**src/rtl/rsrl_pkg.sv**
```systemverilog
// Shared types, codes and helpers for the restart supervisor with rate limit.
// No dependencies; every other file imports this package.
package rsrl_pkg;

  localparam logic [2:0] ACT_NONE    = 3'd0;
  localparam logic [2:0] ACT_START   = 3'd1;
  localparam logic [2:0] ACT_RESTART = 3'd2;
  localparam logic [2:0] ACT_FIXPORT = 3'd3;
  localparam logic [2:0] ACT_FAULT   = 3'd4;
  localparam logic [2:0] ACT_SOFTFIX = 3'd5;

  localparam logic [2:0] ST_NONE      = 3'd0;
  localparam logic [2:0] ST_SUCCESS   = 3'd1;
  localparam logic [2:0] ST_COOLDOWN  = 3'd2;
  localparam logic [2:0] ST_RATELIMIT = 3'd3;
  localparam logic [2:0] ST_START     = 3'd4;
  localparam logic [2:0] ST_RESTART   = 3'd5;
  localparam logic [2:0] ST_FIXPORT   = 3'd6;
  localparam logic [2:0] ST_FIXFAULT  = 3'd7;

  localparam logic [2:0] CFG_ENABLE    = 3'd0;
  localparam logic [2:0] CFG_THRESHOLD = 3'd1;
  localparam logic [2:0] CFG_HOLD      = 3'd2;
  localparam logic [2:0] CFG_COOLDOWN  = 3'd3;
  localparam logic [2:0] CFG_MAX       = 3'd4;
  localparam logic [2:0] CFG_WINDOW    = 3'd5;

  localparam logic [15:0] DFLT_THRESHOLD = 16'd3;
  localparam logic [15:0] DFLT_HOLD      = 16'd30;
  localparam logic [15:0] DFLT_COOLDOWN  = 16'd60;
  localparam logic [7:0]  DFLT_MAX       = 8'd5;
  localparam logic [15:0] DFLT_WINDOW    = 16'd600;

  typedef struct packed {
    logic        enable;
    logic [15:0] threshold;
    logic [15:0] hold;
    logic [15:0] cooldown;
    logic [7:0]  max_restarts;
    logic [15:0] window;
  } cfg_t;

  typedef struct packed {
    logic [31:0] now;
    logic        svc;
    logic        port;
    logic        prop;
    logic        half_hit;
    logic        live_nz;
    logic [31:0] now_plus_cd;
    logic [31:0] now_plus_win;
  } cmd_t;

  typedef struct packed {
    logic [2:0]  action;
    logic        acted;
    logic [2:0]  status;
    logic        fault;
    logic        success;
    logic [7:0]  restarts;
    logic [31:0] total;
    logic [15:0] cool_left;
  } res_t;

  function automatic logic [31:0] sat_add(input logic [31:0] a, input logic [15:0] b);
    logic [32:0] s;
    s = {1'b0, a} + {17'b0, b};
    return s[32] ? 32'hFFFF_FFFF : s[31:0];
  endfunction

endpackage

```
**src/rtl/rsrl_front.sv**
```systemverilog
// Front end: accepts health checks, classifies them and holds them in a
// two-entry command queue. Depends on rsrl_pkg.
module rsrl_front (
  input  logic               clk,
  input  logic               rst_n,
  input  logic               push,
  output logic               full,
  input  logic [31:0]        in_now_seconds,
  input  logic               in_service_running,
  input  logic               in_port_listening,
  input  logic               in_port_setting_ok,
  input  logic [15:0]        in_half_closed_count,
  input  logic [15:0]        in_live_sessions,
  input  rsrl_pkg::cfg_t     cfg,
  output logic               cmd_valid,
  output rsrl_pkg::cmd_t     cmd,
  input  logic               cmd_take
);
  import rsrl_pkg::*;

  cmd_t       item;
  cmd_t       q_r [2];
  logic       wp_r, wp_nxt;
  logic       rp_r, rp_nxt;
  logic [1:0] cnt_r, cnt_nxt;
  logic       push_ok;

  always_comb begin
    item.now          = in_now_seconds;
    item.svc          = in_service_running;
    item.port         = in_port_listening;
    item.prop         = in_port_setting_ok;
    item.half_hit     = in_half_closed_count >= cfg.threshold;
    item.live_nz      = |in_live_sessions;
    item.now_plus_cd  = sat_add(in_now_seconds, cfg.cooldown);
    item.now_plus_win = sat_add(in_now_seconds, cfg.window);
  end

  assign full      = cnt_r == 2'd2;
  assign push_ok   = push && !full;
  assign cmd_valid = cnt_r != 2'd0;
  assign cmd       = q_r[rp_r];

  assign wp_nxt  = push_ok ? ~wp_r : wp_r;
  assign rp_nxt  = cmd_take ? ~rp_r : rp_r;
  assign cnt_nxt = cnt_r + {1'b0, push_ok} - {1'b0, cmd_take};

  always_ff @(posedge clk) begin
    if (push_ok) begin
      q_r[wp_r] <= item;
    end
  end

  always_ff @(posedge clk) begin
    if (!rst_n) begin
      wp_r  <= 1'b0;
      rp_r  <= 1'b0;
      cnt_r <= 2'd0;
    end else begin
      wp_r  <= wp_nxt;
      rp_r  <= rp_nxt;
      cnt_r <= cnt_nxt;
    end
  end

  a_take_needs_entry: assert property (@(posedge clk) disable iff (!rst_n)
    cmd_take |-> cnt_r != 2'd0) else $error("command taken from an empty queue");

endmodule

```
**src/rtl/rsrl_back.sv**
```systemverilog
// Back end: supervisor state, one decision per cycle unless the result stage and result
// queue are both full, a result stage and a two-entry result queue. Depends on rsrl_pkg.
module rsrl_back (
  input  logic               clk,
  input  logic               rst_n,
  input  rsrl_pkg::cfg_t     cfg,
  input  logic               cmd_valid,
  input  rsrl_pkg::cmd_t     cmd,
  output logic               cmd_take,
  output logic               empty,
  input  logic               pop,
  output rsrl_pkg::res_t     res
);
  import rsrl_pkg::*;

  logic [31:0] wb_r, wb_nxt;
  logic [7:0]  wr_r, wr_nxt;
  logic [31:0] tot_r, tot_nxt;
  logic        vp_r, vp_nxt;
  logic        cool_r, cool_nxt;
  logic [31:0] dl_r, dl_nxt;
  logic [31:0] fb_r, fb_nxt;
  logic [2:0]  lac_r, lac_nxt;

  logic [32:0] fdiff, wdiff;
  logic        fault_hit, win_exp;
  logic [31:0] wb_win, rl_dl;
  logic        fault_c, succ_c, healthy, core;
  logic [2:0]  act_c, want, want_st;
  res_t        res_c;

  logic        sv_r, sv_nxt;
  res_t        s_r;
  logic [31:0] sdl_r, snow_r;
  logic [31:0] dd;
  logic [15:0] left;
  logic        s_move;
  res_t        s_out;

  res_t        rq_r [2];
  logic        rq_wp_r, rq_rp_r;
  logic [1:0]  rq_cnt_r, rq_cnt_nxt;
  logic        rq_full, pop_ok;

  assign fdiff     = {1'b0, cmd.now} - {1'b0, fb_r};
  assign fault_hit = !fdiff[32] && (fdiff[31:0] >= {16'b0, cfg.hold});
  assign wdiff     = {1'b0, cmd.now} - {1'b0, wb_r};
  assign win_exp   = !wdiff[32] && (wdiff[31:0] >= {16'b0, cfg.window});
  assign wb_win    = sat_add(wb_r, cfg.window);

  always_comb begin
    if (win_exp) begin
      rl_dl = (cmd.now == 32'd0) ? cmd.now : cmd.now_plus_win;
    end else if (wb_r == 32'd0) begin
      rl_dl = cmd.now;
    end else if (cmd.now < wb_r) begin
      rl_dl = cmd.now_plus_win;
    end else begin
      rl_dl = wb_win;
    end
  end

  always_comb begin
    wb_nxt   = wb_r;
    wr_nxt   = wr_r;
    tot_nxt  = tot_r;
    vp_nxt   = vp_r;
    cool_nxt = cool_r;
    dl_nxt   = dl_r;
    fb_nxt   = fb_r;
    lac_nxt  = lac_r;
    fault_c  = 1'b0;
    succ_c   = 1'b0;
    act_c    = ACT_NONE;
    want     = ACT_NONE;
    healthy  = 1'b0;
    core     = cmd.svc && cmd.port;

    if (cmd.half_hit) begin
      if (fb_r == 32'd0) begin
        fb_nxt = cmd.now;
      end else if (fault_hit) begin
        fault_c = 1'b1;
      end
    end else begin
      fb_nxt = 32'd0;
    end

    if (win_exp) begin
      wb_nxt = cmd.now;
      wr_nxt = 8'd0;
      if (lac_nxt == ST_RATELIMIT) begin
        lac_nxt = ST_NONE;
        dl_nxt  = 32'd0;
      end
    end

    if (cool_nxt && (cmd.now >= dl_nxt)) begin
      cool_nxt = 1'b0;
      dl_nxt   = 32'd0;
      if (lac_nxt == ST_COOLDOWN) begin
        lac_nxt = ST_NONE;
      end
    end

    if (!cfg.enable) begin
      if (!cool_nxt && lac_nxt != ST_RATELIMIT) begin
        lac_nxt = ST_NONE;
      end
    end else if (core && cmd.live_nz) begin
      if (!cmd.prop) begin
        act_c = ACT_SOFTFIX;
      end
      fb_nxt  = 32'd0;
      healthy = 1'b1;
    end else if (core && cmd.prop && !fault_c) begin
      healthy = 1'b1;
    end else if (core) begin
      if (cool_nxt) begin
        lac_nxt = ST_COOLDOWN;
      end else if (!cmd.prop) begin
        want = ACT_FIXPORT;
      end else begin
        want = ACT_FAULT;
      end
    end else if (cool_nxt) begin
      lac_nxt = ST_COOLDOWN;
    end else if (!cmd.svc) begin
      want = ACT_START;
    end else begin
      want = ACT_RESTART;
    end

    if (healthy) begin
      cool_nxt = 1'b0;
      dl_nxt   = 32'd0;
      if (vp_nxt) begin
        lac_nxt = ST_SUCCESS;
        vp_nxt  = 1'b0;
        succ_c  = 1'b1;
      end else if (lac_nxt != ST_RATELIMIT && lac_nxt != ST_SUCCESS) begin
        lac_nxt = ST_NONE;
      end
    end

    unique case (want)
      ACT_START:   want_st = ST_START;
      ACT_RESTART: want_st = ST_RESTART;
      ACT_FIXPORT: want_st = ST_FIXPORT;
      ACT_FAULT:   want_st = ST_FIXFAULT;
      default:     want_st = ST_NONE;
    endcase

    if (want != ACT_NONE) begin
      if (wr_nxt >= cfg.max_restarts) begin
        dl_nxt  = rl_dl;
        lac_nxt = ST_RATELIMIT;
      end else begin
        act_c    = want;
        lac_nxt  = want_st;
        if (want == ACT_FAULT) begin
          fb_nxt = 32'd0;
        end
        wr_nxt   = wr_nxt + 8'd1;
        tot_nxt  = tot_r + 32'd1;
        vp_nxt   = 1'b1;
        cool_nxt = 1'b1;
        dl_nxt   = cmd.now_plus_cd;
      end
    end

    res_c.action    = act_c;
    res_c.acted     = (act_c != ACT_NONE) && (act_c != ACT_SOFTFIX);
    res_c.status    = lac_nxt;
    res_c.fault     = fault_c;
    res_c.success   = succ_c;
    res_c.restarts  = wr_nxt;
    res_c.total     = tot_nxt;
    res_c.cool_left = 16'd0;
  end

  assign rq_full  = rq_cnt_r == 2'd2;
  assign s_move   = sv_r && !rq_full;
  assign cmd_take = cmd_valid && (!sv_r || !rq_full);
  assign sv_nxt   = cmd_take ? 1'b1 : (s_move ? 1'b0 : sv_r);

  always_ff @(posedge clk) begin
    if (!rst_n) begin
      wb_r   <= 32'd0;
      wr_r   <= 8'd0;
      tot_r  <= 32'd0;
      vp_r   <= 1'b0;
      cool_r <= 1'b0;
      dl_r   <= 32'd0;
      fb_r   <= 32'd0;
      lac_r  <= ST_NONE;
      sv_r   <= 1'b0;
    end else begin
      if (cmd_take) begin
        wb_r   <= wb_nxt;
        wr_r   <= wr_nxt;
        tot_r  <= tot_nxt;
        vp_r   <= vp_nxt;
        cool_r <= cool_nxt;
        dl_r   <= dl_nxt;
        fb_r   <= fb_nxt;
        lac_r  <= lac_nxt;
      end
      sv_r <= sv_nxt;
    end
  end

  always_ff @(posedge clk) begin
    if (cmd_take) begin
      s_r    <= res_c;
      sdl_r  <= dl_nxt;
      snow_r <= cmd.now;
    end
  end

  assign dd = sdl_r - snow_r;

  always_comb begin
    if ((sdl_r != 32'd0) && (snow_r < sdl_r)) begin
      left = (|dd[31:16]) ? 16'hFFFF : dd[15:0];
    end else begin
      left = 16'd0;
    end
    s_out           = s_r;
    s_out.cool_left = left;
  end

  assign pop_ok     = pop && !empty;
  assign empty      = rq_cnt_r == 2'd0;
  assign res        = rq_r[rq_rp_r];
  assign rq_cnt_nxt = rq_cnt_r + {1'b0, s_move} - {1'b0, pop_ok};

  always_ff @(posedge clk) begin
    if (s_move) begin
      rq_r[rq_wp_r] <= s_out;
    end
  end

  always_ff @(posedge clk) begin
    if (!rst_n) begin
      rq_wp_r  <= 1'b0;
      rq_rp_r  <= 1'b0;
      rq_cnt_r <= 2'd0;
    end else begin
      rq_wp_r  <= s_move ? ~rq_wp_r : rq_wp_r;
      rq_rp_r  <= pop_ok ? ~rq_rp_r : rq_rp_r;
      rq_cnt_r <= rq_cnt_nxt;
    end
  end

  a_cool_has_deadline: assert property (@(posedge clk) disable iff (!rst_n)
    cool_r |-> dl_r != 32'd0) else $error("cooling without a deadline");

  a_act_sets_verify: assert property (@(posedge clk) disable iff (!rst_n)
    (cmd_take && res_c.acted) |=> (vp_r && cool_r))
    else $error("recovery action did not arm verify and cooldown");

  a_acted_status: assert property (@(posedge clk) disable iff (!rst_n)
    (sv_r && s_r.acted) |-> (s_r.status == ST_START || s_r.status == ST_RESTART ||
                             s_r.status == ST_FIXPORT || s_r.status == ST_FIXFAULT))
    else $error("counted action with a non-action status");

  a_success_status: assert property (@(posedge clk) disable iff (!rst_n)
    (sv_r && s_r.success) |-> (s_r.status == ST_SUCCESS && !s_r.acted))
    else $error("success event with wrong status");

endmodule

```
**src/rtl/restart_supervisor_with_rate_limit_core.sv**
```systemverilog
// Top level of the restart supervisor: configuration registers, front end and back end.
// Depends on rsrl_pkg, rsrl_front and rsrl_back.
//
// Takes one health check per clock cycle while full is low and returns one result beat per
// check, in order. A check is classified in the front end and queued; the back end updates
// the supervisor state for one check at a time, which is what fixes the rate at one beat per
// cycle while the result queue does not back up. A result passes from the result stage into
// a two-entry queue and waits there until popped. The user must write registers through
// cfg_wr_en, cfg_index and cfg_data only while the block is idle; the block does not enforce
// it. A value of zero in any register but the enable selects that register's default.
module restart_supervisor_with_rate_limit_core (
  input  logic        clk,
  input  logic        rst_n,
  input  logic        push,
  output logic        full,
  input  logic [31:0] in_now_seconds,
  input  logic        in_service_running,
  input  logic        in_port_listening,
  input  logic        in_port_setting_ok,
  input  logic [15:0] in_half_closed_count,
  input  logic [15:0] in_live_sessions,
  output logic        empty,
  input  logic        pop,
  output logic [2:0]  out_action,
  output logic        out_acted,
  output logic [2:0]  out_last_status,
  output logic        out_fault_held,
  output logic        out_success_event,
  output logic [7:0]  out_restarts_in_window,
  output logic [31:0] out_total_recoveries,
  output logic [15:0] out_cooldown_left,
  input  logic        cfg_wr_en,
  input  logic [2:0]  cfg_index,
  input  logic [15:0] cfg_data
);
  import rsrl_pkg::*;

  cfg_t cfg_r, cfg_nxt;
  logic cmd_valid, cmd_take;
  cmd_t cmd;
  res_t res;

  always_comb begin
    cfg_nxt = cfg_r;
    if (cfg_wr_en) begin
      unique case (cfg_index)
        CFG_ENABLE:    cfg_nxt.enable       = cfg_data[0];
        CFG_THRESHOLD: cfg_nxt.threshold    = (cfg_data == 16'd0) ? DFLT_THRESHOLD : cfg_data;
        CFG_HOLD:      cfg_nxt.hold         = (cfg_data == 16'd0) ? DFLT_HOLD : cfg_data;
        CFG_COOLDOWN:  cfg_nxt.cooldown     = (cfg_data == 16'd0) ? DFLT_COOLDOWN : cfg_data;
        CFG_MAX:       cfg_nxt.max_restarts = (cfg_data[7:0] == 8'd0) ? DFLT_MAX
                                                                      : cfg_data[7:0];
        CFG_WINDOW:    cfg_nxt.window       = (cfg_data == 16'd0) ? DFLT_WINDOW : cfg_data;
        default:       cfg_nxt = cfg_r;
      endcase
    end
  end

  always_ff @(posedge clk) begin
    if (!rst_n) begin
      cfg_r.enable       <= 1'b1;
      cfg_r.threshold    <= DFLT_THRESHOLD;
      cfg_r.hold         <= DFLT_HOLD;
      cfg_r.cooldown     <= DFLT_COOLDOWN;
      cfg_r.max_restarts <= DFLT_MAX;
      cfg_r.window       <= DFLT_WINDOW;
    end else begin
      cfg_r <= cfg_nxt;
    end
  end

  rsrl_front u_front (
    .clk                  (clk),
    .rst_n                (rst_n),
    .push                 (push),
    .full                 (full),
    .in_now_seconds       (in_now_seconds),
    .in_service_running   (in_service_running),
    .in_port_listening    (in_port_listening),
    .in_port_setting_ok   (in_port_setting_ok),
    .in_half_closed_count (in_half_closed_count),
    .in_live_sessions     (in_live_sessions),
    .cfg                  (cfg_r),
    .cmd_valid            (cmd_valid),
    .cmd                  (cmd),
    .cmd_take             (cmd_take)
  );

  rsrl_back u_back (
    .clk       (clk),
    .rst_n     (rst_n),
    .cfg       (cfg_r),
    .cmd_valid (cmd_valid),
    .cmd       (cmd),
    .cmd_take  (cmd_take),
    .empty     (empty),
    .pop       (pop),
    .res       (res)
  );

  assign out_action             = res.action;
  assign out_acted              = res.acted;
  assign out_last_status        = res.status;
  assign out_fault_held         = res.fault;
  assign out_success_event      = res.success;
  assign out_restarts_in_window = res.restarts;
  assign out_total_recoveries   = res.total;
  assign out_cooldown_left      = res.cool_left;

endmodule
```
**config.mk**
```make
export PLATFORM = sky130hd
export DESIGN_NAME = restart_supervisor_with_rate_limit_core
export DESIGN_NICKNAME = d
export VERILOG_FILES = /design/src/rtl/rsrl_pkg.sv /design/src/rtl/rsrl_front.sv /design/src/rtl/rsrl_back.sv /design/src/rtl/restart_supervisor_with_rate_limit_core.sv
export SDC_FILE = /design/constraint.sdc
export NUM_CORES = 2
export LEC_CHECK = 0
export BUFFER_PORTS_ARGS = -buffer_cell sky130_fd_sc_hd__buf_2
export CAP_MARGIN = 20
export CORE_MARGIN = 2
export CORE_UTILIZATION = 40
export CTS_CLUSTER_SIZE = 25
export DETAILED_ROUTE_END_ITERATION = 8
export GPL_ROUTABILITY_DRIVEN = 0
export PLACE_DENSITY = 0.53
export REMOVE_ABC_BUFFERS = 1
export SYNTH_ARGS = -nofsm -noshare
export SYNTH_HDL_FRONTEND = slang
export SYNTH_HIERARCHICAL = 1
export SYNTH_SLANG_ARGS = --single-unit
```
**constraint.sdc**
```tcl
create_clock -name clk -period 23.7 [get_ports clk]
set_input_delay 1.185 -clock clk [delete_from_list [all_inputs] [get_ports clk]]
set_output_delay 1.185 -clock clk [all_outputs]
set_load 0.01 [all_outputs]
```
==> summary.txt <==
CP required -> 24.09 ns
Reg clk slew, reported paths -> 0.06 ns
worst vdd ir -> 62.3 uV
WHS Path Cells -> 0
Top Ports -> 158
Main synth FF type -> edfxtp_1
crit path time final -> 11.56 ns
worst hold slack -> 0.444 ns
Comb pwr share -> 0.501
CP dominant cell by count -> a21o_1
synthesized area -> 39300 um2
multiplexer area fraction after synthesis -> 0.0627
met2 Usage GRT -> 0.352
crit path max fanout -> 52
CP Class -> flop to flop
CP peak stage delay -> 0.92 ns
# fillers -> 9258
Post-DP HPWL -> 84.9 mm
Die X -> 317 um
clock latency on the worst-skew pair -> 0.67 ns
WL/cell -> 22.4 um
PostCTS Resize Cnt -> 0
Synth Area in Adders -> 0.0789
placed cell area -> 41100 um2
setup TNS -> 0 ns
#FFs+latches synth -> 670
Final period util -> 0.488
Initial DRC Count -> 2599
slowest CP cell -> clkinv_1
Root Driver -> clkbuf_16
core region area -> 97000 um2
vias per inst -> 5.80
gr usage total -> 0.230
delay-heaviest family, CP -> simple AND/OR/NAND/NOR gates
design area -> 43900 um2
RSZ-0062 raised after global routing -> no
Final Hold Fails -> 0
Critical Path AT -> 11.95 ns
Detailed Routing Iterations Pass 1 -> 6
area of the multi-input gates -> 19600 um2
startpoint types -> flop
Hold Buf Count CTS -> 0
P_sw -> 2.53 mW
clk_skew -> 0.0378 ns
Post-synth EDFFs -> 445
DIE AREA -> 101000 um2
CTS Buf Count -> 77
dpl cells -> 5128
register area -> 17900 um2
via count -> 30600
FMAX -> 86.5 MHz
post-route ant nets -> 0
critical path depth -> 31
worst setup margin -> 12.14 ns
number of placement rows -> 114
setup violators final -> 0
min-delay worst type -> flop to flop
worst slack, placed -> 11.91 ns
Pwr Density -> 137 nW/um2
synth warn -> 6
GR Layer Usage met3 -> 0.0297
Die Ht -> 317 um
routed wire length -> 118 mm
Initial Util -> 0.405
Total Power -> 6.00 mW
sw frac -> 0.421
Worst R2R Setup Slack -> 12.14 ns
PortBufs -> 157
share of layout cells above drive strength 1 -> 0.143
Simple-Gate Fraction of Synth Area -> 0.141
Area Growth Syn to Fin -> 11.7%
Synth Area in Compound Gates -> 0.180
status -> finished clean
internal cell power -> 3.47 mW
Max clock buf depth -> 3
Nets -> 4269
initial antenna violation count -> 3
first-pass GRT wire length -> 178 mm
Mean Syn Cell Area -> 10.2 um2
CTS tree -> done
Non-Filler Instances -> 5277
XOR/XNOR Fraction of Synth Area -> 0.0346
setup bufs post-CTS -> 0
Num Clock Sinks -> 670
Seq pwr share -> 0.291
main combinational cell family by area after synthesis -> compound AO/OA/AOI/OAI gates
H-tree lvl count -> 3
Max-cap violations -> 0
max-slew violations -> 0
Synth cell types -> 109
final core occ -> 0.452
DRC Markers -> 0
vias in the first global route -> 28500
Max transition margin -> 0.223
sequential area share after synthesis -> 0.455
met1 global-route usage -> 0.340
crit end category -> flop
Cells after Synth -> 3859
total gr overflow -> 0
Worst Tran Pin Value -> 1.16 ns
Leak -> 16.3 nW
clock power share -> 0.207
largest net degree at the start of global routing -> 89
Buf+Inv Stages, Crit Path -> 3
FF-to-FF path depth -> 31
Post-synth ARST share -> 0
gr busiest metal -> met2
==> cell usage in the layout, fill, tap and decap left out, drive strengths merged, types with 19 or more instances in the layout <==
cell type / instances
nor4: 66
nand2b: 44
a211oi: 34
nand3: 79
o22ai: 70
buf: 204
nor3: 65
o221ai: 28
a21oi: 233
a21boi: 64
nand4: 67
a22o: 34
a21o: 96
a41o: 30
xnor2: 107
xor2: 48
edfxtp: 445
ha: 238
nor3b: 19
nor2: 192
clkinv: 25
and3: 44
o211ai: 25
dfxtp: 225
a31oi: 52
o21ai: 126
a22oi: 31
nor2b: 21
o32ai: 34
or3: 26
o21a: 36
mux2: 169
and2: 31
inv: 251
mux2i: 56
nand2: 370
clkbuf: 105
==> cells by family after synthesis <==
group,count (synthesis)
buffers and inverters,457
adders and majority gates,244
xor gates and xnor gates,155
AOI/OAI and AO/OA,1018
muxes,225
DFF,670
and+or+nand+nor,1090
==> final timing paths <==
| check | startpoint | end |
|---|---|---|
| hold / removal | u_back/s_out[41] | u_back/rq_r[1][41] |
| setup / recovery | flop | u_back/s_out[63] |
| hold reg to reg | u_back/s_out[41] | u_back/rq_r[1][41] |
| setup reg to reg | flop | u_back/s_out[63] |
==> state kept, by name, indices dropped and copies added, names as in the netlist, named ones only <==
| register | cells |
|---|---|
| cfg_r | 73 |
| u_back/cool_r | 1 |
| u_back/dl_r | 32 |
| u_back/fb_r | 32 |
| u_back/lac_r | 3 |
| u_back/rq_cnt_r | 2 |
| u_back/rq_r | 130 |
| u_back/rq_rp_r | 1 |
| u_back/rq_wp_r | 1 |
| u_back/s_out | 49 |
| u_back/sdl_r | 32 |
| u_back/snow_r | 32 |
| u_back/sv_r | 1 |
| u_back/tot_r | 32 |
| u_back/vp_r | 1 |
| u_back/wb_r | 32 |
| u_back/wr_r | 8 |
| u_front/cnt_r | 2 |
| u_front/q_r | 202 |
| u_front/rp_r | 1 |
| u_front/wp_r | 1 |
==> area by class of cell <==
type / count / area share
timing repair buffer: 205 / 0.0269
inverter: 248 / 0.0213
antenna: 2 / 0.000114
clock buffer: 104 / 0.0500
clock inverter: 40 / 0.0111
tap: 1276 / 0.0364
sequential: 670 / 0.408
multi-input combinational: 2732 / 0.447
==> routing by layer <==
| metal | routed length [um] | part of all wire |
|---|---|---|
| met4 | 2700 | 0.023 |
| met5 | 7 | 0.000059 |
| met3 | 6780 | 0.057 |
| met2 | 51900 | 0.44 |
| met1 | 56700 | 0.48 |
==> Yosys cell counts, types with 17 or more instances <==
cell,instances,area share
o211ai_1,25,0.0048
or3_1,26,0.0041
a22oi_1,31,0.0059
mux2i_1,56,0.014
ha_1,238,0.076
xnor2_1,107,0.024
nand2_1,370,0.035
a211oi_1,34,0.0065
nand4_1,64,0.010
and2_1,31,0.0049
a21o_1,96,0.018
nand2b_1,43,0.0069
nor2_1,192,0.018
nor3b_1,19,0.0036
a22o_1,34,0.0076
o22ai_1,70,0.011
dfxtp_1,225,0.11
and3_1,43,0.0069
o21ai_1,17,0.0022
a21boi_1,32,0.0061
edfxtp_1,445,0.34
o32ai_1,34,0.0076
o221ai_1,28,0.0062
xor2_1,48,0.011
o21ai_0,106,0.014
buf_2,38,0.0048
clkbuf_1,150,0.014
nand3_1,79,0.010
nor4_1,59,0.0094
o21a_1,36,0.0069
a41o_1,30,0.0076
nor2b_1,21,0.0033
a21boi_0,31,0.0059
inv_1,246,0.024
a21oi_1,228,0.029
mux2_2,169,0.048
nor3_1,63,0.0080
a31oi_1,51,0.0081
==> worst reg2reg max path, delay by kind of cell (launching register included) <==
| kind | cells | cell delay, ns |
|---|---|---|
| AOI/OAI and AO/OA | 10 | 1.77 |
| and+or+nand+nor | 13 | 5.50 |
| adders and majority gates | 3 | 0.98 |
| muxes | 1 | 0.59 |
| buffers and inverters | 3 | 1.80 |
| DFF | 1 | 0.45 |
| xor gates and xnor gates | 1 | 0.20 |
==> power by group through the flow <==
stage | sequential [mW] | clock [mW] | combinational [mW]
after floorplan | 1.75 | 0 | 2.07
after global placement | 1.77 | 0 | 2.96
after detailed placement | 1.77 | 0 | 2.96
after CTS | 1.75 | 1.27 | 2.98
after global routing | 1.77 | 1.32 | 3.29
final | 1.75 | 1.24 | 3.01
No activity file was read; power rests on OpenSTA's default activity.
